--- src/rtl/rbb_pkg.sv ---
`timescale 1ns / 1ps
// ---------------------------------------------------------------------------
// rbb_pkg
// Constants, types and helpers shared by the 3x3 box blur modules.
// ---------------------------------------------------------------------------
package rbb_pkg;

  localparam int MAX_WIDTH  = 2048;
  localparam int MAX_HEIGHT = 2048;

  localparam int CFG_W   = 12;
  localparam int COORD_W = 11;
  localparam int CH_W    = 8;
  localparam int NUM_CH  = 3;
  localparam int PIX_W   = NUM_CH * CH_W;
  localparam int CS_W    = CH_W + 2;   // sum of three bytes
  localparam int SUM_W   = CH_W + 4;   // sum of nine bytes

  // Truncating divide by nine: floor(s * 7282 / 2^16) is exact for s < 2296.
  localparam int DIV9_W     = 13;
  localparam int DIV9_SHIFT = 16;
  localparam logic [DIV9_W-1:0] DIV9_MUL = DIV9_W'(7282);

  localparam int FIFO_DEPTH = 4;
  localparam int PTR_W      = $clog2(FIFO_DEPTH);
  localparam int CNT_W      = PTR_W + 1;

  typedef enum logic {
    REG_IMAGE_WIDTH  = 1'b0,
    REG_IMAGE_HEIGHT = 1'b1
  } reg_idx_e;

  typedef logic [PIX_W-1:0] pix_t;
  typedef logic [NUM_CH-1:0][SUM_W-1:0] sums_t;

  typedef struct packed {
    logic [COORD_W-1:0] col;
    logic [COORD_W-1:0] row;
    logic               filt;    // completes the neighborhood of (row-1, col-1)
    logic               border;  // this pixel is passed through
    logic               up1_en;  // line store A holds row-1 at this column
    logic               up2_en;  // line store B holds row-2 at this column
  } pos_t;

  typedef struct packed {
    logic [COORD_W-1:0] col;
    logic [COORD_W-1:0] row;
    logic [CH_W-1:0]    red;
    logic [CH_W-1:0]    green;
    logic [CH_W-1:0]    blue;
    logic               filt;
    logic               last;
  } result_t;

  function automatic logic [CH_W-1:0] div9(input logic [SUM_W-1:0] s);
    logic [SUM_W+DIV9_W-1:0] prod;
    prod = (SUM_W+DIV9_W)'(s) * (SUM_W+DIV9_W)'(DIV9_MUL);
    return prod[DIV9_SHIFT +: CH_W];
  endfunction

endpackage

--- src/rtl/rbb_win.sv ---
`timescale 1ns / 1ps
// ---------------------------------------------------------------------------
// rbb_win
// 3x3 window kept as per-column channel sums; gives the nine-pixel sums.
// ---------------------------------------------------------------------------
module rbb_win import rbb_pkg::*; (
  input  logic  clk_i,
  input  logic  rst_ni,
  input  logic  adv_i,
  input  pix_t  up2_i,
  input  pix_t  up1_i,
  input  pix_t  pix_i,
  output sums_t sum_o
);

  // Column sums of the two older window columns.
  logic [NUM_CH-1:0][CS_W-1:0] cs_old_q, cs_mid_q, cs_new;

  always_comb begin
    for (int k = 0; k < NUM_CH; k++) begin
      cs_new[k] = CS_W'(up2_i[k*CH_W +: CH_W]) + CS_W'(up1_i[k*CH_W +: CH_W]) +
                  CS_W'(pix_i[k*CH_W +: CH_W]);
      sum_o[k]  = SUM_W'(cs_old_q[k]) + SUM_W'(cs_mid_q[k]) + SUM_W'(cs_new[k]);
    end
  end

  always_ff @(posedge clk_i or negedge rst_ni) begin
    if (!rst_ni) begin
      cs_old_q <= '0;
      cs_mid_q <= '0;
    end else if (adv_i) begin
      cs_old_q <= cs_mid_q;
      cs_mid_q <= cs_new;
    end
  end

endmodule

--- config.mk ---
export PLATFORM = sky130hd
export DESIGN_NAME = rbb_win
export DESIGN_NICKNAME = d
export VERILOG_FILES = /design/src/rtl/rbb_pkg.sv /design/src/rtl/rbb_win.sv
export SDC_FILE = /design/constraint.sdc
export NUM_CORES = 1
export LEC_CHECK = 0
export BUFFER_PORTS_ARGS = -buffer_cell sky130_fd_sc_hd__buf_2
export CAP_MARGIN = 20
export CORE_UTILIZATION = 25
export DETAILED_ROUTE_END_ITERATION = 8
export PLACE_DENSITY = 0.55
export SYNTH_ARGS = -nofsm -noshare
export SYNTH_HDL_FRONTEND = slang
export SYNTH_SLANG_ARGS = --single-unit
--- constraint.sdc ---
create_clock -name clk_i -period 5.55 [get_ports clk_i]
set_clock_uncertainty 0.1 [all_clocks]
set_input_delay 1.11 -clock clk_i [delete_from_list [all_inputs] [get_ports clk_i]]
set_output_delay 1.11 -clock clk_i [all_outputs]
set_load 0.01 [all_outputs]
==> flow_summary.yaml <==
status:
  outcome: "finished, violations left"
  violations: "setup timing"
synth:
  synthTopCellsByArea: "dfrtp_1, fa_1, ha_1"
  synthDistinctLibCells: 43
  ys_warn_count: 0
  async_flop_share_pct: 100
  yosys_most_used_dff: "dfrtp_1"
  postSynthAreaPerCell_um2: 11.2
  yosysTopAreaCell: "dfrtp_1"
  synth_area_mm2: 0.00548
  ys_seq_elements: 60
  synth_edf_count: 0
  synth_fp_nets: 671
  syn_inst: 488
  synth.top_cell.area_share_pct: 27.4
  synth_common_cells: "dfrtp_1, fa_1, mux2_2"
  ys_seq_area_share_pct: 27.4
clock_tree:
  clk_pin_slew_ps: 50
  insertion_delay_ps: 330
  cts_tree: "done"
  cts_made_buffers: 9
  cts_buffer_depth: 2
  root_buffer: "clkbuf_16"
  cts.htree.levels: 3
  numClockSinks: 60
global_routing:
  track_usage_pct: 11.0
  grt_pass1_vias: 4341
  antenna_found_initial: 0
  grt_max_degree: 61
  grt_pass1_wl_um: 19600
  globalRouteOverflowTotal: 0
timing:
  worst_pin_slew_ps: 775
  hold_ws_ps: 388
  final-setup-viol-count: 18
  relSlewSlack_pct: 48.4
  period_needed_ps: 5940
  hold_violations: 0
  final.period_utilization_pct: 107
  worst_slack_ps: -389
  slew_viol_final: 0
  fmax_ghz: 0.168
  rsz0062_at_grt: "yes"
min_path:
  hp-start: "cs_mid_q[19]$_DFFE_PN0P_"
  whs_path_depth: 2
  hold_path.class: "register to register"
  whs_endpoint: "cs_old_q[19]$_DFFE_PN0P_"
critical_path:
  crit-reg2reg-capture: "cs_old_q[0]$_DFFE_PN0P_"
  worst_r2r_startpoint: "cs_mid_q[0]$_DFFE_PN0P_"
  arrival_ps: 4730
  crit_fanout: 3
  required_ps: 4340
  reg2reg_slack_ps: 4650
  rr_worst_depth: 1
  worstSetupPathType: "primary input to output pin"
  endpoint_kind: "output pin"
  critPathLaunchType: "primary input"
placement:
  place_inst: 948
  gp_congestion: 0.757
  place_hpwl_um: 9030
  port_buffers: 110
cells_and_area:
  fill_cells: 2105
  nNetsFinal: 877
  syn2layout_area_growth_pct: 42.3
  fin_cells: 969
  drive_above_1_share_pct: 50.7
  regArea_mm2: 0.00150
  multi_input_comb_area_mm2: 0.00419
  final_util_pct: 36.6
  antenna_cells: 0
drt:
  vias: 4210
  ant_nets: 0
  wl_met3_um: 351
  route.met2.wl_um: 5710
  wl_met1_um: 5330
  routed_wl_um: 11600
  wl_per_cell_um: 12.0
  drtPass1Iterations: 4
  drc: 0
  viasPerCell: 4.34
  topRoutingLayerUsed: "met4"
  drtIter0Drc: 87
die:
  rows: 53
  dieWidth_um: 150
  ios: 111
  coreArea_mm2: 0.0213
  die_area_mm2: 0.0225
  start_util_pct: 25.8
  die_h_um: 150
job:
  maxCapViolations: 0
-- cell families after synthesis --
logic type	after synthesis	synth area share, %
flip-flops	60	27.4
buffers and inverters	60	4.18
adder cells (fa/ha/maj)	108	32.9
XOR/XNOR	32	5.11
AO/OA/AOI/OAI	99	12.4
AND/OR/NAND/NOR	75	6.98
multiplexers	54	11.1
-- worst max path at each step --
stage | start | end | slack, ps
detailed placement | up2_i[1] | sum_o[10] | -490
finish | up2_i[1] | sum_o[9] | -390
CTS | pix_i[1] | sum_o[8] | -430
global route | up2_i[1] | sum_o[9] | -560
global placement | up2_i[1] | sum_o[9] | -470
floorplan | up2_i[1] | sum_o[9] | -40
-- per-layer routing --
| layer | GRT usage [%] | up-vias |
|---|---|---|
| li1 | - | 2091 |
| met1 | 13.8 | 2035 |
| met2 | 18.4 | 73 |
| met3 | 1.73 | 11 |
| met4 | 5.15 | 0 |
| met5 | 0 | - |
-- cell usage in the layout (no fill, tap or decap), types with 12 or more instances in the layout --
cell	instances
a21oi_1	12
a21oi_2	14
buf_2	105
buf_4	84
buf_6	14
dfrtp_1	60
fa_1	56
ha_1	35
inv_1	46
mux2_2	53
nand2_1	12
nor2_1	20
xnor2_1	15
-- flip-flops by register name (all words and copies together), names as in the netlist --
register,count
cs_mid_q,30
cs_old_q,30
-- critical path: stages --
cell     delay (ps)
buf_6            90
fa_1            570
ha_4            160
inv_2            40
fa_2            350
nor2b_2         140
o31a_1          210
o31a_1          200
a21oi_2          60
fa_1            590
ha_4            220
a21o_1          160
a21oi_2         150
nand2_1          90
a31oi_2         190
buf_4           170
xnor2_2         100
buf_2           140
-- per-stage QoR --
step	TNS [ps]	setup WS (ps)	area, um^2
after detailed placement	-6510	-492	7010
after global placement	-6360	-468	7010
after CTS	-4740	-432	7630
final	-3880	-389	7800
after global routing	-7040	-558	7800
after floorplan	-112	-38.6	5540
-- cell type report --
cell class | instances | share of cell area, %
Multi-Input combinational cell | 368 | 53.7
Sequential cell | 60 | 19.2
Timing Repair Buffer | 203 | 16.8
Tap cell | 275 | 4.41
Clock buffer | 11 | 3.24
Inverter | 52 | 2.53
-- repair_timing --
| item | CTS | global route |
|---|---|---|
| resized for setup | 65 | 35 |
| setup buffers | 7 | 6 |
| pin swaps | 56 | 51 |
| setup endpoints to repair | 20 | 21 |
| hold buffers | 0 | 0 |
Power is left out: the tool's default activity adds up to more than one toggle a clock period on the data nets, which glitch-free logic cannot reach.
