$ cat src/rtl/rbb_pkg.sv
`timescale 1ns / 1ps
// ---------------------------------------------------------------------------
// rbb_pkg
// Constants, types and helpers shared by the 3x3 box blur modules.
// ---------------------------------------------------------------------------
package rbb_pkg;

  localparam int MAX_WIDTH  = 2048;
  localparam int MAX_HEIGHT = 2048;

  localparam int CFG_W   = 12;
  localparam int COORD_W = 11;
  localparam int CH_W    = 8;
  localparam int NUM_CH  = 3;
  localparam int PIX_W   = NUM_CH * CH_W;
  localparam int CS_W    = CH_W + 2;   // sum of three bytes
  localparam int SUM_W   = CH_W + 4;   // sum of nine bytes

  // Truncating divide by nine: floor(s * 7282 / 2^16) is exact for s < 2296.
  localparam int DIV9_W     = 13;
  localparam int DIV9_SHIFT = 16;
  localparam logic [DIV9_W-1:0] DIV9_MUL = DIV9_W'(7282);

  localparam int FIFO_DEPTH = 4;
  localparam int PTR_W      = $clog2(FIFO_DEPTH);
  localparam int CNT_W      = PTR_W + 1;

  typedef enum logic {
    REG_IMAGE_WIDTH  = 1'b0,
    REG_IMAGE_HEIGHT = 1'b1
  } reg_idx_e;

  typedef logic [PIX_W-1:0] pix_t;
  typedef logic [NUM_CH-1:0][SUM_W-1:0] sums_t;

  typedef struct packed {
    logic [COORD_W-1:0] col;
    logic [COORD_W-1:0] row;
    logic               filt;    // completes the neighborhood of (row-1, col-1)
    logic               border;  // this pixel is passed through
    logic               up1_en;  // line store A holds row-1 at this column
    logic               up2_en;  // line store B holds row-2 at this column
  } pos_t;

  typedef struct packed {
    logic [COORD_W-1:0] col;
    logic [COORD_W-1:0] row;
    logic [CH_W-1:0]    red;
    logic [CH_W-1:0]    green;
    logic [CH_W-1:0]    blue;
    logic               filt;
    logic               last;
  } result_t;

  function automatic logic [CH_W-1:0] div9(input logic [SUM_W-1:0] s);
    logic [SUM_W+DIV9_W-1:0] prod;
    prod = (SUM_W+DIV9_W)'(s) * (SUM_W+DIV9_W)'(DIV9_MUL);
    return prod[DIV9_SHIFT +: CH_W];
  endfunction

endpackage

$ cat src/rtl/rbb_pos.sv
`timescale 1ns / 1ps
// ---------------------------------------------------------------------------
// rbb_pos
// Raster position counters and per-pixel border and window flags.
// ---------------------------------------------------------------------------
module rbb_pos import rbb_pkg::*; (
  input  logic             clk_i,
  input  logic             rst_ni,
  input  logic             adv_i,
  input  logic [CFG_W-1:0] width_i,
  input  logic [CFG_W-1:0] height_i,
  output pos_t             pos_o
);

  logic [COORD_W-1:0] col_q, col_d, row_q, row_d;
  logic [COORD_W-1:0] col_c, row_c;
  logic [CFG_W-1:0]   w, h, row_n, col_inc, row_inc;

  always_comb begin
    if (width_i == '0) begin
      w = CFG_W'(1);
    end else if (width_i > CFG_W'(MAX_WIDTH)) begin
      w = CFG_W'(MAX_WIDTH);
    end else begin
      w = width_i;
    end
    if (height_i == '0) begin
      h = CFG_W'(1);
    end else if (height_i > CFG_W'(MAX_HEIGHT)) begin
      h = CFG_W'(MAX_HEIGHT);
    end else begin
      h = height_i;
    end
  end

  // Counters left beyond a shrunken frame size wrap before use.
  always_comb begin
    col_c = col_q;
    row_n = {1'b0, row_q};
    if ({1'b0, col_q} >= w) begin
      col_c = '0;
      row_n = {1'b0, row_q} + CFG_W'(1);
    end
    row_c = (row_n >= h) ? '0 : row_n[COORD_W-1:0];

    col_inc = {1'b0, col_c} + CFG_W'(1);
    row_inc = {1'b0, row_c} + CFG_W'(1);
    col_d   = col_q;
    row_d   = row_q;
    if (adv_i) begin
      if (col_inc >= w) begin
        col_d = '0;
        row_d = (row_inc >= h) ? '0 : row_inc[COORD_W-1:0];
      end else begin
        col_d = col_inc[COORD_W-1:0];
        row_d = row_c;
      end
    end
  end

  always_ff @(posedge clk_i or negedge rst_ni) begin
    if (!rst_ni) begin
      col_q <= '0;
      row_q <= '0;
    end else begin
      col_q <= col_d;
      row_q <= row_d;
    end
  end

  always_comb begin
    pos_o.col    = col_c;
    pos_o.row    = row_c;
    pos_o.filt   = (row_c >= COORD_W'(2)) && (col_c >= COORD_W'(2));
    pos_o.border = (row_c == '0) || ({1'b0, row_c} == h - CFG_W'(1)) ||
                   (col_c == '0) || ({1'b0, col_c} == w - CFG_W'(1));
    pos_o.up1_en = (row_c != '0);
    pos_o.up2_en = (row_c >= COORD_W'(2));
  end

endmodule

$ cat config.mk
export PLATFORM = sky130hd
export DESIGN_NAME = rbb_pos
export DESIGN_NICKNAME = d
export VERILOG_FILES = /design/src/rtl/rbb_pkg.sv /design/src/rtl/rbb_pos.sv
export SDC_FILE = /design/constraint.sdc
export NUM_CORES = 1
export LEC_CHECK = 0
export BUFFER_PORTS_ARGS = -buffer_cell sky130_fd_sc_hd__buf_2
export CAP_MARGIN = 20
export CORE_ASPECT_RATIO = 1.1
export CORE_MARGIN = 5
export CORE_UTILIZATION = 63
export DETAILED_ROUTE_END_ITERATION = 7
export PLACE_DENSITY_LB_ADDON = 0.08
export SYNTH_ARGS = -nofsm -noshare
export SYNTH_HDL_FRONTEND = slang
export SYNTH_SLANG_ARGS = --single-unit
$ cat constraint.sdc
create_clock -name clk_i -period 13.5 [get_ports clk_i]
set_input_delay 0.675 -clock clk_i [delete_from_list [all_inputs] [get_ports clk_i]]
set_output_delay 0.675 -clock clk_i [all_outputs]
set_load 0.01 [all_outputs]
==> results of run 1 <==
-- how the worst max path moves through the flow --
stage                           from        to  slack (ps)  depth (start not counted)
after CTS                 width_i[5]  row_q[7]        4770                         31
final                     width_i[8]  row_q[7]        4680                         31
after floorplan           width_i[8]  row_q[0]        6400                         34
after global routing      width_i[8]  row_q[7]        3940                         31
after detailed placement  width_i[5]  row_q[7]        4520                         31
after global placement    width_i[5]  row_q[7]        4760                         31
-- cells in the mapped netlist, types with 4 or more instances --
library cell,n
nand4_1,12
inv_1,35
nand2b_1,8
xor2_1,14
and2_1,4
mux2i_1,5
or4_1,7
nor2_1,61
ha_1,56
a21o_1,6
nor4_1,7
a31oi_1,11
a211o_1,6
a211oi_1,4
xnor2_1,24
clkbuf_1,18
nor2b_1,5
nand2_1,51
o21a_1,10
nand3_1,31
o21ai_0,41
nor3_1,29
buf_2,7
a22oi_1,4
buf_1,4
o211ai_1,10
a21oi_1,37
and3_1,9
or3_1,4
a2111oi_0,4
dfrtp_1,22
-- stage by stage --
stage	worst slack (ps)	power, mW
after floorplan	6400	0.634
after global placement	4760	0.819
after detailed placement	4520	0.833
after CTS	4770	0.887
after global routing	3940	0.980
final	4680	0.898
-- flip-flops by register name, summed over array words and instances (netlist names) --
register / cells
col_q: 11
row_q: 11
-- per-layer routing --
layer	vias to the layer above	global-route usage [%]	share of wire, %
li1	2348	-	-
met3	61	3.59	6.9
met5	-	0	0
met4	0	20.4	6.5
met1	2321	35.3	37
met2	256	55.8	49
-- critical path: cells and delay by family --
family | cells | cell delay (ps)
simple gates | 8 | 2570
fa+ha+maj | 4 | 960
buf+inv | 3 | 320
xor+xnor | 2 | 520
compound gates | 14 | 3970
-- area by class of cell --
type	count	area (um2)
flip-flops and latches	22	551
multi-input cells	528	3680
repair buffers	53	268
well taps	85	106
clock buffers	4	55.1
inverters	37	139
fillers	636	2200
-- where the power goes --
group / internal (mW) / leakage (nW) / total, mW / switching [mW]
combinational: 0.270 / 1.82 / 0.707 / 0.437
clock: 0.0261 / 0.0288 / 0.0507 / 0.0245
sequential: 0.0900 / 0.267 / 0.140 / 0.0500
-- cells by family (layout without fill, tap and decap cells) --
family	Yosys count	in the layout	share of synthesized area, %
buffers and inverters	68	94	6.18
AOI/OAI and AO/OA	172	172	26.2
xor gates and xnor gates	39	39	7.87
adders and majority gates	56	56	15.5
muxes	12	12	3.52
DFF	22	22	12.2
and+or+nand+nor	249	249	28.5
==> flow_summary.yaml, run 1 <==
clock_network:
  ctsHoldBuffers: 0
  post_cts_resized: 0
  clockRootBuffer: "clkbuf_8"
  clkSinkCount: 22
  cts_tree: "yes"
  clk_latency_ps: 270
  postCtsSetupRepairBufs: 0
  clk_pin_slew_ps: 90
  cts.path.max_buffers: 2
  htreeDepth: 1
  numCtsBuffers: 3
worst_setup_path:
  arrival_ps: 9030
  rr_worst_depth: 25
  cpPeakStageDelay_ps: 630
  reg2reg_to: "row_q[7]"
  endpoint_kind: "flop"
  critPathKind: "in -> reg"
  slowest_stage: "a21oi_1"
  worst-path-max-fanout: 15
  r2r-start: "col_q[5]"
  start_kind: "primary input"
  cp.required_ps: 13700
  r2r_slack_ps: 5440
drt:
  drtIter0Drc: 482
  vias: 4986
  via_per_inst: 6.84
  drt-wirelength-per-cell_um: 19.7
  drc: 0
  wl_mm: 14.4
  first_pass_iters: 5
  detail-route-antenna-nets: 0
global_route:
  antenna_found_initial: 0
  grt.overflow.total: 0
  grt_util_all_layers_pct: 31.5
  grt_max_degree: 33
  grt_pass1_wl_mm: 23.4
  grt_pass1_vias: 4823
sta:
  hold_viol: 0
  maxSlewHeadroom_pct: 28.6
  slew_violations: 0
  setup_tns_ps: 0
  post-route-min-period_ps: 8820
  timing.hold.ws_ps: 374
  setup_violations: 0
  rsz0062_at_grt: "no"
  timing.clock.skew_ps: 2.79
  tightest_slew_ps: 1070
  min_period_over_period_pct: 65.4
  fmax_mhz: 113
floorplan:
  rows: 32
  dieArea_um2: 8960
  pin_count: 53
  die_w_um: 90.7
  start_util_pct: 64.4
  dieHeight_um: 98.8
  core_um2: 7010
place:
  port_buffers: 52
  dp_cells: 725
  dp_hpwl_mm: 11.5
  dpl_cell_area_um2: 4750
  globalplace.congestion: 1.00
logic_synthesis:
  synthArstFlopShare_pct: 100
  yosysSeqAreaShare_pct: 12.2
  synth_top_flop_cell: "dfrtp_1"
  synth_warnings: 0
  synth_edf_count: 0
  synth_area_um2: 4510
  netlist_instances: 618
  synth_top_area_share_pct: 15.5
  yosysTopAreaCell: "ha_1"
  postSynthAreaPerCell_um2: 7.30
  synth_nets: 701
  synth_area_leaders: "ha_1 (16%), dfrtp_1 (12%), nor2_1 (5.1%)"
  synthDistinctLibCells: 77
  synth_seq_cells: 22
pwr:
  ir_worst_vdd_v: 0.000105
  p_per_area_nw_per_um2: 187
  leakage_nw: 2.11
final_layout:
  final_common_cell: "nor2_1"
  area_growth_pct: 6.40
  stdcell_count: 729
  layout_common_cells: "nor2_1 (61), ha_1 (56), buf_2 (52)"
  num_antenna_cells: 0
  fin_nets: 728
  fin_util_pct: 68.5
  final_area_um2: 4800
  drive_gt1_share_pct: 13.0
worst_hold_path:
  hp-class: "in -> async"
run_status:
  status: "completed"
flow_run:
  cap_violations: 0
No activity file was read; power rests on OpenSTA's default activity.
==> run 2, diff against run 1 <==
Settings changed: ABC_AREA set to 1, CORE_UTILIZATION 63 to 61.
Clock period 13.5 ns to 8.73 ns, I/O delays scaled along.
==> run 2 against run 1 <==
  * Worst setup slack lost 3400 ps
  * Combinational power grew 74%
  * Critical path depth grew 10
  * Clock power grew 49%
  * Non-clock buffer count is the same
  * Via count shrank 0.14%
  * Cell count grew 21%
  * Final area grew 0.83%
  * Synthesized cell count grew 22%
  * Largest power group unchanged
  * Sequential cell count is the same
  * Area after synthesis grew 0.11%
==> flow_summary.yaml, run 2 <==
worst_setup_path:
  worst-path-max-fanout: 24
  start_kind: "primary input"
  endpoint_kind: "flop"
  critPathKind: "in -> reg"
  cp_common_cell: "nand2_1"
  cpPeakStageDelay_ps: 480
  rr_worst_depth: 34
  critPathBufInv: 6
  path_delay_family: "simple AND/OR/NAND/NOR gates"
  arrival_ps: 7640
  slowest_stage: "nand2_4"
  cp.required_ps: 8910
  path_depth: 41
run_status:
  status: "completed"
final_layout:
  layout_common_cells: "nand2_1 (220), inv_1 (114), nand3_1 (81)"
  top_regs: "col_q x11, row_q x11"
  num_antenna_cells: 0
  final_common_cell: "nand2_1"
  drive_gt1_share_pct: 13.4
  fin_nets: 878
  final_area_um2: 4840
  n_fill_cell: 688
  area_growth_pct: 7.17
clock_network:
  clk_latency_ps: 270
  post_cts_resized: 0
  numCtsBuffers: 3
  ctsHoldBuffers: 0
  htreeDepth: 1
  cts.path.max_buffers: 2
  clk_pin_slew_ps: 80
  cts_tree: "yes"
  postCtsSetupRepairBufs: 0
  clkSinkCount: 22
  clockRootBuffer: "clkbuf_8"
logic_synthesis:
  postSynthAreaPerCell_um2: 6.01
  synth_area_leaders: "nand2_1 (18%), ha_1 (16%), dfrtp_1 (12%)"
  synth_common_cells: "nand2_1 (220), inv_1 (114), nand3_1 (81), nor2_1 (64), ha_1 (56)"
  yosysSeqAreaShare_pct: 12.2
  synth_seq_cells: 22
  yosysTopAreaCell: "nand2_1"
  synth_warnings: 0
  synth_top_area_share_pct: 18.3
  synth_top_flop_cell: "dfrtp_1"
  synthArstFlopShare_pct: 100
  synth.most_common_cell: "nand2_1"
  synth_nets: 835
  synth_area_um2: 4520
  netlist_instances: 752
  synthDistinctLibCells: 50
  synth_edf_count: 0
sta:
  timing.hold.ws_ps: 136
  setup_violations: 0
  slew_violations: 0
  hold_viol: 0
  timing.clock.skew_ps: 3.65
  rsz0062_at_grt: "no"
  fmax_mhz: 134
  post-route-min-period_ps: 7460
  min_period_over_period_pct: 85.5
  tightest_slew_ps: 616
  maxSlewHeadroom_pct: 58.8
  setup_tns_ps: 0
pwr:
  combPwrFrac_pct: 82.6
  p_per_area_nw_per_um2: 308
  p_int_uw: 600
  ir_worst_vdd_v: 0.000168
  switchingPower_uw: 891
  leakage_nw: 2.81
  seqPwrFrac_pct: 12.3
  p_sw_share_pct: 59.8
  p_clk_share_pct: 5.1
drt:
  drtIter0Drc: 270
  via_per_inst: 5.65
  drt-wirelength-per-cell_um: 15.2
  vias: 4979
  drc: 0
  first_pass_iters: 5
  detail-route-antenna-nets: 0
  wl_mm: 13.4
floorplan:
  rows: 33
  pin_count: 53
  dieHeight_um: 100
  die_w_um: 92.1
  start_util_pct: 61.5
  dieArea_um2: 9230
  core_um2: 7350
worst_hold_path:
  hp-class: "in -> async"
global_route:
  grt_util_all_layers_pct: 29.4
  grt_max_degree: 25
  grt_pass1_wl_mm: 21.9
  grt.overflow.total: 0
  grt_pass1_vias: 4840
  antenna_found_initial: 0
place:
  dpl_cell_area_um2: 4790
  port_buffers: 52
  globalplace.congestion: 0.930
  dp_hpwl_mm: 11.3
flow_run:
  cap_violations: 0
-- run 2: worst paths after layout --
path / to / start / slack, ps
setup / recovery: row_q[1] / width_i[3] / 1270
hold / removal: row_q[3] / rst_ni / 140
setup reg to reg: row_q[1] / col_q[10] / 2140
hold reg to reg: row_q[7] / row_q[7] / 600
max in group asynchronous: col_q[6] / rst_ni / 8240
min in group clk_i: row_q[5] / adv_i / 570
-- run 2: worst reg2reg max path, delay by kind of cell (launching register included) --
family	cells	cell delay, ps
buffers and inverters	5	550
AND/OR/NAND/NOR	21	3700
flip-flops	1	430
adder cells (fa/ha/maj)	4	1110
AO/OA/AOI/OAI	4	710
-- run 2: power by group through the flow --
stage	Sequential, mW	Combinational, mW	Clock, mW
4_1_cts	0.182	1.22	0.0756
6_report	0.183	1.23	0.0755
3_3_place_gp	0.181	1.20	0
2_1_floorplan	0.170	0.891	0
5_1_grt	0.188	1.38	0.0781
3_5_place_dp	0.183	1.21	0
-- run 2: final cells by class --
cell class                 instances  area (um2)  share of cell area (%)
clock buffer                       4        55.1                    1.14
tap                               87         109                    2.25
multi-input combinational        594        3410                    70.3
inverter                         121         454                    9.38
timing repair buffer              53         268                    5.53
sequential                        22         551                    11.4
-- run 2: logic make-up after synthesis --
family / count (synthesis) / synth area share (%)
buf+inv: 136 / 12.4
flops: 22 / 12.2
fa+ha+maj: 56 / 15.5
compound gates: 89 / 12.5
simple gates: 433 / 44.1
xor+xnor: 16 / 3.27
-- run 2: metal layers --
metal	vias up	track usage, %	share of wire, %
met1	2204	30.2	38
met5	-	0	0
met4	0	17.6	6.1
li1	2544	-	-
met3	52	2.10	4.6
met2	179	57.8	51
-- run 2: per-stage QoR --
stage | setup slack, ps | utilization (%) | power, mW | std cells
floorplan | 2810 | - | 1.06 | 752
detailed placement | 1040 | 65.1 | 1.40 | 877
global placement | 1350 | 65.1 | 1.38 | 877
finish | 1270 | 65.9 | 1.49 | 881
CTS | 1320 | 65.9 | 1.48 | 881
global route | 482 | 65.9 | 1.64 | 881
