<file path="src/rtl/rbb_pkg.sv">
`timescale 1ns / 1ps
// ---------------------------------------------------------------------------
// rbb_pkg
// Constants, types and helpers shared by the 3x3 box blur modules.
// ---------------------------------------------------------------------------
package rbb_pkg;

  localparam int MAX_WIDTH  = 2048;
  localparam int MAX_HEIGHT = 2048;

  localparam int CFG_W   = 12;
  localparam int COORD_W = 11;
  localparam int CH_W    = 8;
  localparam int NUM_CH  = 3;
  localparam int PIX_W   = NUM_CH * CH_W;
  localparam int CS_W    = CH_W + 2;   // sum of three bytes
  localparam int SUM_W   = CH_W + 4;   // sum of nine bytes

  // Truncating divide by nine: floor(s * 7282 / 2^16) is exact for s < 2296.
  localparam int DIV9_W     = 13;
  localparam int DIV9_SHIFT = 16;
  localparam logic [DIV9_W-1:0] DIV9_MUL = DIV9_W'(7282);

  localparam int FIFO_DEPTH = 4;
  localparam int PTR_W      = $clog2(FIFO_DEPTH);
  localparam int CNT_W      = PTR_W + 1;

  typedef enum logic {
    REG_IMAGE_WIDTH  = 1'b0,
    REG_IMAGE_HEIGHT = 1'b1
  } reg_idx_e;

  typedef logic [PIX_W-1:0] pix_t;
  typedef logic [NUM_CH-1:0][SUM_W-1:0] sums_t;

  typedef struct packed {
    logic [COORD_W-1:0] col;
    logic [COORD_W-1:0] row;
    logic               filt;    // completes the neighborhood of (row-1, col-1)
    logic               border;  // this pixel is passed through
    logic               up1_en;  // line store A holds row-1 at this column
    logic               up2_en;  // line store B holds row-2 at this column
  } pos_t;

  typedef struct packed {
    logic [COORD_W-1:0] col;
    logic [COORD_W-1:0] row;
    logic [CH_W-1:0]    red;
    logic [CH_W-1:0]    green;
    logic [CH_W-1:0]    blue;
    logic               filt;
    logic               last;
  } result_t;

  function automatic logic [CH_W-1:0] div9(input logic [SUM_W-1:0] s);
    logic [SUM_W+DIV9_W-1:0] prod;
    prod = (SUM_W+DIV9_W)'(s) * (SUM_W+DIV9_W)'(DIV9_MUL);
    return prod[DIV9_SHIFT +: CH_W];
  endfunction

endpackage

</file>
<file path="src/rtl/rbb_out.sv">
`timescale 1ns / 1ps
// ---------------------------------------------------------------------------
// rbb_out
// Divide by nine, build up to two results per pixel and queue them.
// ---------------------------------------------------------------------------
module rbb_out import rbb_pkg::*; (
  input  logic    clk_i,
  input  logic    rst_ni,
  input  logic    push_i,
  input  pos_t    pos_i,
  input  pix_t    pix_i,
  input  sums_t   sum_i,
  input  logic    out_stall_i,
  output logic    space_ok_o,
  output logic    out_valid_o,
  output result_t result_o
);

  result_t            fifo_q [FIFO_DEPTH];
  result_t            res_f, res_b;
  logic [PTR_W-1:0]   wp_q, rp_q, wp2;
  logic [CNT_W-1:0]   count_q;
  logic [1:0]         push_cnt;
  logic               pop;

  always_comb begin
    res_f.col   = pos_i.col - COORD_W'(1);
    res_f.row   = pos_i.row - COORD_W'(1);
    res_f.red   = div9(sum_i[2]);
    res_f.green = div9(sum_i[1]);
    res_f.blue  = div9(sum_i[0]);
    res_f.filt  = 1'b1;
    res_f.last  = !pos_i.border;

    res_b.col   = pos_i.col;
    res_b.row   = pos_i.row;
    res_b.red   = pix_i[2*CH_W +: CH_W];
    res_b.green = pix_i[CH_W +: CH_W];
    res_b.blue  = pix_i[0 +: CH_W];
    res_b.filt  = 1'b0;
    res_b.last  = 1'b1;
  end

  // The filtered result goes ahead of the pass-through of the same pixel.
  assign push_cnt = push_i ? ({1'b0, pos_i.filt} + {1'b0, pos_i.border}) : 2'd0;
  assign wp2      = wp_q + PTR_W'(pos_i.filt);
  assign pop      = out_valid_o && !out_stall_i;

  always_ff @(posedge clk_i) begin
    if (push_i && pos_i.filt) begin
      fifo_q[wp_q] <= res_f;
    end
    if (push_i && pos_i.border) begin
      fifo_q[wp2] <= res_b;
    end
  end

  always_ff @(posedge clk_i or negedge rst_ni) begin
    if (!rst_ni) begin
      wp_q    <= '0;
      rp_q    <= '0;
      count_q <= '0;
    end else begin
      wp_q    <= wp_q + PTR_W'(push_cnt);
      rp_q    <= rp_q + PTR_W'(pop);
      count_q <= count_q + CNT_W'(push_cnt) - CNT_W'(pop);
    end
  end

  assign space_ok_o  = (count_q <= CNT_W'(FIFO_DEPTH - 2));
  assign out_valid_o = (count_q != '0);
  assign result_o    = fifo_q[rp_q];

endmodule

</file>
<file path="config.mk">
export PLATFORM = sky130hd
export DESIGN_NAME = rbb_out
export DESIGN_NICKNAME = d
export VERILOG_FILES = /design/src/rtl/rbb_pkg.sv /design/src/rtl/rbb_out.sv
export SDC_FILE = /design/constraint.sdc
export NUM_CORES = 1
export LEC_CHECK = 0
export CAP_MARGIN = 10
export CORE_ASPECT_RATIO = 0.5
export CORE_UTILIZATION = 45
export CTS_BUF_LIST = sky130_fd_sc_hd__clkbuf_2 sky130_fd_sc_hd__clkbuf_4 sky130_fd_sc_hd__clkbuf_8
export DETAILED_ROUTE_END_ITERATION = 8
export DONT_BUFFER_PORTS = 1
export GPL_ROUTABILITY_DRIVEN = 0
export PLACE_DENSITY_LB_ADDON = 0.2
export SLEW_MARGIN = 25
export SYNTH_ARGS = -nofsm -noshare
export SYNTH_HDL_FRONTEND = slang
export SYNTH_SLANG_ARGS = --single-unit
</file>
<file path="constraint.sdc">
create_clock -name clk_i -period 3.15 [get_ports clk_i]
set_clock_uncertainty 0.15 [all_clocks]
set_input_delay 0.63 -clock clk_i [delete_from_list [all_inputs] [get_ports clk_i]]
set_output_delay 0.63 -clock clk_i [all_outputs]
set_load 0.1 [all_outputs]
</file>
==> results of run 1 <==
## flip-flops by register name, indices dropped and copies added, names as in the netlist
| name | count |
|---|---|
| rp_q | 2 |
| wp_q | 2 |
| count_q | 3 |
| fifo_q | 192 |
## stage by stage
step	TNS (ns)	util	hold WS, ns
final	-127.73	0.583	0.124
after floorplan	-149.59	-	0.184
after CTS	-126.67	0.565	0.103
after detailed placement	-187.34	0.533	0.185
after global routing	-137.59	0.583	0.117
after global placement	-178.34	0.533	0.185
## how the worst min path moves through the flow
stage,endpoint,slack [ns],start
6_report,fifo_q[1][0],0.12,pos_i[2]
5_1_grt,fifo_q[0][0],0.12,pos_i[2]
4_1_cts,fifo_q[1][0],0.10,pos_i[2]
3_5_place_dp,count_q[0],0.18,rst_ni
3_3_place_gp,count_q[2],0.18,rst_ni
2_1_floorplan,count_q[0],0.18,rst_ni
## repair_timing
item	in CTS	in global routing
pin swaps	92	77
resized for setup	125	103
hold endpoints to repair	7	0
hold buffers	1	0
setup buffers	13	14
setup endpoints to repair	96	96
## layout make-up
type / count / area, µm²
Fill cell: 2850 / 14700
Multi-Input combinational cell: 1013 / 11000
Sequential cell: 199 / 5870
Timing Repair Buffer: 230 / 1840
Inverter: 185 / 713
Tap cell: 475 / 594
Clock buffer: 17 / 234
Clock inverter: 15 / 183
## cells by family after synthesis
family / count (synthesis)
AO/OA/AOI/OAI: 366
XOR/XNOR: 45
adder cells (fa/ha/maj): 297
buffers and inverters: 251
flip-flops: 199
multiplexers: 49
AND/OR/NAND/NOR: 256
## metal layers
layer	vias up	part of all wire	global-route usage
met2	441	0.50	0.435
met5	-	0	0
li1	5691	-	-
met3	83	0.055	0.0337
met4	0	0.025	0.0762
met1	6126	0.42	0.310
## placed cells by master (no fill, tap or decap), types with 9 or more instances in the layout
cell,n
buf_4,208
edfxtp_1,184
ha_1,163
inv_1,148
nand2_1,117
o21ai_0,112
a22o_1,85
fa_1,82
mux4_2,48
ha_4,45
inv_2,34
nor2_1,27
a21oi_1,23
xnor2_1,18
clkbuf_8,17
buf_6,17
a21oi_2,16
o21ai_1,16
nor3_1,12
o31ai_2,12
nor2_2,11
nand2_2,11
xor2_1,10
a21o_1,10
nand3_1,9
xnor2_2,9
o21ai_2,9
## worst max-delay path, stage by stage
cell,delay [ns]
inv_8,0.01
fa_1,0.53
inv_2,0.05
ha_4,0.26
inv_2,0.04
fa_1,0.52
inv_2,0.04
fa_1,0.52
inv_2,0.04
fa_2,0.52
inv_2,0.04
ha_4,0.22
nand4_1,0.08
o221ai_2,0.11
a31oi_1,0.20
nor3_2,0.09
a22o_1,0.23
or3_4,0.40
a32o_1,0.26
==> impl_results.md, run 1 <==
- Initial Util: 0.465
- Kind of critical path: input pin to flop
- Count leader, synth: ha_1
- Port-buffer cells: 0
- Synth Area in Adders: 0.268
- Layout Area Growth over Synthesis: 25.2%
- Ports: between 100 and 150
- CTS tree: built
- Cell Area, Synth: about 16000 µm²
- Area share of the largest cell type after synthesis: 0.338
- Setup Viol. Count Final: 96
- Worst r2r src: wp_q[0]
- Crit-path max FO: 4
- Slack of the critical path: -1.58 ns
- Post-detailed-route wirelength per cell: between 20 and 25 µm
- Num rows: 48
- Finished Layout Cells: around 2.1k
- Final wirelength: 45600 µm
- DRC Markers: 0
- Reg2Reg Setup Slack: 0.60 ns
- Largest family of logic cells by synthesized area: adder cells
- RSZ-0062 raised after global routing: yes
- Place WS: -2.23 ns
- Failing checks: negative setup slack
- Post-route ant nets: 0
- Via count: 12.3k
- Actual slew at the worst max-slew pin: approximately 0.86 ns
- Async S/R FF share, synth: 0.0352
- Netlist cell types: 72
- Outcome: complete, but fails checks
- Dominant synthesized flop cell: edfxtp_1
- First DRT Iteration DRCs: 960
- Gr ovfl total: 0
- N_diodes: 0
- H-tree lvl count: 4
- Worst Setup SP: sum_i[25]
- Synth Area per Inst: around 11 µm²
- Drt via density: 5.78
- Mux cell area share after synthesis: 0.0667
- Worst Setup EP: fifo_q[0][25]
- CP startpoint kind: input pin
- Die X: roughly 270 µm
- Total clock sinks: about 200
- Total global-route track usage: 0.244
- Largest net degree at the start of global routing: 41
- WP data arrival: around 4.8 ns
- Minimum clock period: about 4.7 ns
- Worst Setup End Kind: flop
- Drt pass-1 iters: 5
- Final Hold Fails: 0
- R2R depth: 6
- Share of layout cells above drive strength 1: 0.335
- Final worst-path cycle share: 1.50
- Final Cell Area: between 20000 and 25000 µm²
- Hold WC Path Type: input pin to flop
- Post-synth top area cell: edfxtp_1
- FF-to-FF End: fifo_q[1][27]
- Post-synth EDFFs: 184
- Sequential area share after synthesis: 0.358
- Initial antenna violation count: 0
- Synth top cells by count: ha_1, inv_1, edfxtp_1, o21ai_0, nand2_1
- Nets: approximately 2.0k
- Yosys warnings: 0
- Synthesized Nets: roughly 1.9k
- Synth top area cells: edfxtp_1, ha_1, fa_1
- Core outline area: about 35000 µm²
- Dpl cell area: between 15000 and 20000 µm²
- Die height: about 140 µm
- Hpwl dp: about 32000 µm
- MaxCap Viol Count: 0
- Vias in the first global route: roughly 13k
- Worst-path clk slew: 0.11 ns
- Max Slew Vio Count: 0
- Post-Synthesis Cells: between 1k and 1.5k
- Relative slew slack: 0.421
- FMAX: roughly 0.21 GHz
- Global-route wire length before repair: 70100 µm
- Worst-Skew Late Latency: around 0.48 ns
- Simple-Gate Fraction of Synth Area: 0.0711
- Max Buffers Root-to-Sink: 2
- WHS Path Cells: 1
- Placed Cells: around 2.1k
- Yosys reg bits: around 200
- Total CTS buffers: 17
- Complex-gate fraction of the synthesized area: 0.152
- Die area: approximately 37000 µm²
- Post-Synth XOR/XNOR Area: 0.0255
- CP required: 3.23 ns
- CTS Root Cell: clkbuf_8
Power of run 1 is not shown: default switching activity piles up to over one toggle a cycle in this logic, so the estimate is an artifact.
==> inputs of run 2 (changes only) <==
--- a/config.mk
+++ b/config.mk
@@ -7,7 +7,7 @@
 export LEC_CHECK = 0
 export CAP_MARGIN = 10
 export CORE_ASPECT_RATIO = 0.5
-export CORE_UTILIZATION = 45
+export CORE_UTILIZATION = 35
 export CTS_BUF_LIST = sky130_fd_sc_hd__clkbuf_2 sky130_fd_sc_hd__clkbuf_4 sky130_fd_sc_hd__clkbuf_8
 export DETAILED_ROUTE_END_ITERATION = 8
 export DONT_BUFFER_PORTS = 1
==> run 2 against run 1 <==
  * The flow still finishes with violations (negative setup slack)
  * Highest routed layer unchanged
  * Core utilization is 13 points lower
  * Die area is 28% higher
  * Via count is 0.95% lower
  * Global-route usage shrank 4.1 points
  * First-iteration DRC count fell by 24%
  * Wire length up 5.1%
  * Critical path depth unchanged
  * Register-to-register slack got worse by 0.29 ns
==> impl_results.md, run 2 (synthesis results as in run 1) <==
- Final Hold Fails: 0
- Outcome: complete, but fails checks
- DRC Markers: 0
- CTS Root Cell: clkbuf_8
- Slack of the critical path: -1.56 ns
- MaxCap Viol Count: 0
- FF-to-FF End: fifo_q[2][39]
- Worst-path clk slew: ~0.1 ns
- Num rows: 55
- WHS Path Cells: 1
- Most common cell after layout, fill and taps aside: buf_4
- Setup Viol. Count Final: between 90 and 100
- Total global-route track usage: 0.203
- Die height: between 150 and 200 µm
- Vias in the first global route: 13.0k
- Core outline area: 45600 µm²
- RSZ-0062 raised after global routing: yes
- Max Buffers Root-to-Sink: 2
- Placed Cells: roughly 2.3k
- Nets: roughly 2.1k
- Hpwl dp: 35200 µm
- CTS tree: built
- Drt via density: around 5.3
- Hold WC Path Type: input pin to flop
- R2R depth: 6
- Hold path start: pos_i[2]
- Final-layout fill cell count: around 4.1k
- Port-buffer cells: 0
- N_diodes: 0
- Worst r2r src: wp_q[0]
- Die area: about 48000 µm²
- Kind of critical path: input pin to flop
- Number of flip-flops in the largest register: about 190
- FMAX: 0.212 GHz
- Layout Area Growth over Synthesis: 27.5%
- Post-route ant nets: 0
- Relative slew slack: 0.496
- Max Slew Vio Count: 0
- Total clock sinks: between 150 and 200
- Global-route wire length before repair: between 70000 and 80000 µm
- Post-detailed-route wirelength per cell: around 21 µm
- Total CTS buffers: 17
- WP data arrival: 4.79 ns
- H-tree lvl count: 4
- CP startpoint kind: input pin
- Initial Util: 0.358
- Largest regs: fifo_q: 192 flops, count_q: 3 flops
- Minimum clock period: ~4.7 ns
- Setup TNS: -124.18 ns
- Failing checks: negative setup slack
- Reg2Reg Setup Slack: 0.31 ns
- Initial antenna violation count: 0
- Most frequent cells in the layout: buf_4, edfxtp_1, ha_1
- Gr ovfl total: 0
- Drt pass-1 iters: 5
- Final core occ: 0.457
- Finished Layout Cells: around 2.3k
- CP required: between 3 and 4 ns
- Ports: between 100 and 150
- Hold_ws: approximately 0.13 ns
- WHS Endpoint: fifo_q[3][0]
- Largest net degree at the start of global routing: 41
- Worst Setup End Kind: flop
- First DRT Iteration DRCs: 726
- Share of layout cells above drive strength 1: 0.341
- Biggest register: fifo_q
- Via count: 12.2k
- Worst-Skew Late Latency: 0.47 ns
- Final wirelength: around 48000 µm
- Crit-path max FO: 4
- Final worst-path cycle share: 1.49
- Actual slew at the worst max-slew pin: roughly 0.75 ns
- Die X: about 300 µm
-- run 2: timing repair --
item | CTS | global route
hold endpoints to repair | 7 | 0
buffers inserted | 19 | 8
gates resized for setup | 142 | 76
pin swaps | 100 | 71
hold buffers | 1 | 0
setup endpoints to repair | 126 | 96
-- run 2: through the flow --
step	worst slack (ns)	cell area, µm²
2_1_floorplan	-1.87	16700
3_3_place_gp	-2.19	19100
3_5_place_dp	-2.30	19100
4_1_cts	-1.58	20500
5_1_grt	-1.67	20800
6_report	-1.56	20800
-- run 2: cell type report --
type                    instances  area (µm²)  share of cell area
clock buffers                  18         241              0.0116
repair buffers                253        2090               0.100
flip-flops and latches        199        5870               0.281
inverters                     185         719              0.0345
well taps                     627         785              0.0376
multi-input cells            1013       11000               0.527
clock inverters                13         171             0.00822
-- run 2: routing by layer --
layer,wire [µm],up-vias,GRT usage,part of all wire
li1,-,5736,-,-
met1,20700,6134,0.260,0.43
met2,24500,313,0.367,0.51
met3,2160,41,0.0263,0.045
met4,464,0,0.0374,0.0097
met5,0,-,0,0
-- run 2: worst max path at each step --
stage	start	endpoint	slack, ns	cells after the start
global route	sum_i[32]	fifo_q[0][25]	-1.67	19
detailed placement	sum_i[31]	fifo_q[3][25]	-2.30	20
global placement	sum_i[26]	fifo_q[3][25]	-2.19	20
CTS	sum_i[25]	fifo_q[1][25]	-1.58	19
finish	sum_i[25]	fifo_q[0][25]	-1.56	19
floorplan	sum_i[33]	fifo_q[3][25]	-1.87	19
-- run 2: worst max-delay path, cell delays in order --
cell	delay, ns
inv_8	0.01
fa_1	0.54
inv_2	0.05
ha_4	0.26
inv_2	0.03
fa_1	0.50
inv_1	0.05
fa_1	0.52
inv_2	0.04
fa_2	0.52
inv_2	0.04
ha_4	0.22
nand2_2	0.08
o221ai_2	0.11
a31oi_2	0.20
nor3_2	0.08
a22o_1	0.23
or3_4	0.39
a32o_1	0.26
Power of run 2 is left out for the same reason.
==> inputs of run 3 (changes only) <==
--- a/config.mk
+++ b/config.mk
@@ -5,6 +5,7 @@
 export SDC_FILE = /design/constraint.sdc
 export NUM_CORES = 1
 export LEC_CHECK = 0
+export ABC_AREA = 1
 export CAP_MARGIN = 10
 export CORE_ASPECT_RATIO = 0.5
 export CORE_UTILIZATION = 35
==> run 3 against run 2 <==
  * The flow still finishes with violations (negative setup slack)
  * Critical path depth is 2 higher
  * Cell count up 22%
  * Area after synthesis up 3.5%
  * Highest routed layer unchanged
==> impl_results.md, run 3 <==
- Crit-path max FO: 4
- Count leader, synth: nand2_1
- Via count: ~14k
- Dominant synthesized flop cell: edfxtp_1
- Port-buffer cells: 0
- WHS Path Cells: 1
- Slowest Stage Delay on Critical Path: approximately 0.53 ns
- Minimum clock period: between 4 and 5 ns
- Nets: about 2.5k
- Total clock sinks: 199
- Hpwl dp: 35400 µm
- Post-detailed-route wirelength per cell: 17.4 µm
- Slowest stage cell on the critical path: fa_1
- Worst r2r src: wp_q[0]
- Final-layout fill cell count: between 4k and 5k
- Slack of the critical path: -1.11 ns
- WHS Endpoint: fifo_q[0][0]
- Post-synth top area cell: edfxtp_1
- Post-synth EDFFs: roughly 180
- Final worst-path cycle share: 1.35
- Sequential area share after synthesis: 0.346
- Yosys reg bits: approximately 200
- WP data arrival: approximately 4.4 ns
- Max Buffers Root-to-Sink: 2
- Biggest register: fifo_q
- Synth top area cells: edfxtp_1, ha_1, fa_1
- Largest regs: fifo_q: 192 flops, count_q: 3 flops
- Most frequent CP cell: inv_1
- Hold path start: pos_i[2]
- Most common cell after layout, fill and taps aside: nand2_1
- Worst-path clk slew: around 0.12 ns
- Actual slew at the worst max-slew pin: between 0.7 and 0.8 ns
- Max Slew Vio Count: 0
- Num rows: between 50 and 60
- Synthesized Nets: about 2.4k
- CP startpoint kind: input pin
- Reg2Reg Setup Slack: about 0.48 ns
- Die area: around 49000 µm²
- Layout Area Growth over Synthesis: 31.2%
- Setup Viol. Count Final: 96
- CP required: roughly 3.3 ns
- Kind of critical path: input pin to flop
- Cell Area, Synth: 16900 µm²
- RSZ-0062 raised after global routing: yes
- Crit path cell chain: inv_1, fa_1, inv_2, ha_4, inv_1, fa_1, inv_1, fa_1, inv_1, fa_1, inv_2, ha_4, nand2_4, inv_1, a21oi_2, nor2_1, nor2_1, nand2_1, or2_4, nand3_1, nand2_1
- Final Hold Fails: 0
- Area share of the largest cell type after synthesis: 0.327
- Die X: around 310 µm
- Number of flip-flops in the largest register: approximately 190
- Drt via density: about 5.0
- Initial antenna violation count: 0
- Synth top cells by count: nand2_1, inv_1, ha_1, edfxtp_1, nor2_1
- CTS Root Cell: clkbuf_8
- Async S/R FF share, synth: 0.0352
- Failing checks: negative setup slack
- First DRT Iteration DRCs: 769
- Post-Synthesis Cells: about 2.0k
- Total global-route track usage: 0.200
- Yosys warnings: 0
- Global-route wire length before repair: 76800 µm
- Worst Setup End Kind: flop
- Most frequent cells in the layout: nand2_1, inv_1, edfxtp_1
- Outcome: complete, but fails checks
- Ports: between 100 and 150
- Worst-Skew Late Latency: 0.47 ns
- Netlist cell types: 35
- Die height: roughly 160 µm
- Drt pass-1 iters: 5
- Largest net degree at the start of global routing: 98
- Synth Area per Inst: 8.61 µm²
- H-tree lvl count: 4
- Hold WC Path Type: input pin to flop
- N_diodes: 0
- Initial Util: 0.358
- Post-route ant nets: 0
- FMAX: 0.235 GHz
- FF-to-FF End: fifo_q[1][35]
- Gr ovfl total: 0
- CTS tree: built
- Relative slew slack: 0.527
- DRC Markers: 0
- Core outline area: approximately 47000 µm²
- R2R depth: 8
- Share of layout cells above drive strength 1: 0.284
- Total CTS buffers: 17
- Place WS: -1.68 ns
- Final wirelength: around 49000 µm
- MaxCap Viol Count: 0
- Vias in the first global route: 14.1k
==> run 3: cell types whose count changed after synthesis, moves of 19 or more <==
cell	change
a22o_1	-85
inv_1	+91
mux4_2	-48
nand2_1	+283
nand3_1	+121
nor2_1	+133
o21ai_0	-20
o22ai_1	+119
o31ai_1	-21
xnor2_1	-19
==> run 3: cells by family (layout without fill, tap and decap cells) <==
family                   after synthesis  count (layout)  share of synthesized area
flip-flops                           199             199                      0.346
XOR/XNOR                              34              34                     0.0180
adder cells (fa/ha/maj)              297             297                      0.259
AO/OA/AOI/OAI                        315             315                      0.106
buffers and inverters                350             557                     0.0812
AND/OR/NAND/NOR                      771             771                      0.189
==> run 3: repair_timing <==
action	in CTS	in global routing
hold buffers	1	0
endpoints found under the hold margin	7	0
gates resized for setup	171	90
setup buffers	10	3
pin swaps	103	75
setup endpoints to repair	96	96
==> run 3: worst max-delay path by stage <==
| stage | from | end |
|---|---|---|
| after floorplan | sum_i[14] | fifo_q[3][13] |
| after global placement | sum_i[14] | fifo_q[3][16] |
| after detailed placement | sum_i[14] | fifo_q[0][14] |
| after global routing | sum_i[14] | fifo_q[1][12] |
| after CTS | sum_i[14] | fifo_q[3][13] |
| final | sum_i[14] | fifo_q[3][13] |
==> run 3: stage by stage <==
stage / util / instances / setup TNS (ns) / hold WS (ns) / cell area, µm²
floorplan: - / 1966 / -120.43 / 0.184 / 17600
global placement: 0.434 / 2766 / -146.04 / 0.185 / 20500
detailed placement: 0.434 / 2766 / -148.69 / 0.185 / 20500
CTS: 0.461 / 2808 / -86.10 / 0.0709 / 21800
global route: 0.469 / 2811 / -101.37 / 0.0618 / 22200
finish: 0.469 / 2811 / -89.76 / 0.0945 / 22200
==> run 3: layout make-up <==
| type | instances | area (µm²) | area share |
|---|---|---|---|
| inverters | 285 | 1080 | 0.0488 |
| well taps | 638 | 798 | 0.0360 |
| repair buffers | 241 | 2480 | 0.112 |
| multi-input cells | 1417 | 11500 | 0.520 |
| clock inverters | 14 | 185 | 0.00834 |
| flip-flops and latches | 199 | 5870 | 0.264 |
| clock buffers | 17 | 234 | 0.0105 |
==> run 3: metal layers <==
metal,share of wire,vias to the layer above,GRT usage
met2,0.51,324,0.363
met3,0.037,55,0.0206
li1,-,7005,-
met5,0,-,0
met1,0.44,6731,0.250
met4,0.022,0,0.0595
==> run 3: worst max-delay path: cells and delay by family <==
family                   cells  cell delay [ns]
AO/OA/AOI/OAI                1             0.13
buffers and inverters        7             0.38
AND/OR/NAND/NOR              7             0.66
adder cells (fa/ha/maj)      6             2.56
Power of run 3 is left out for the same reason.
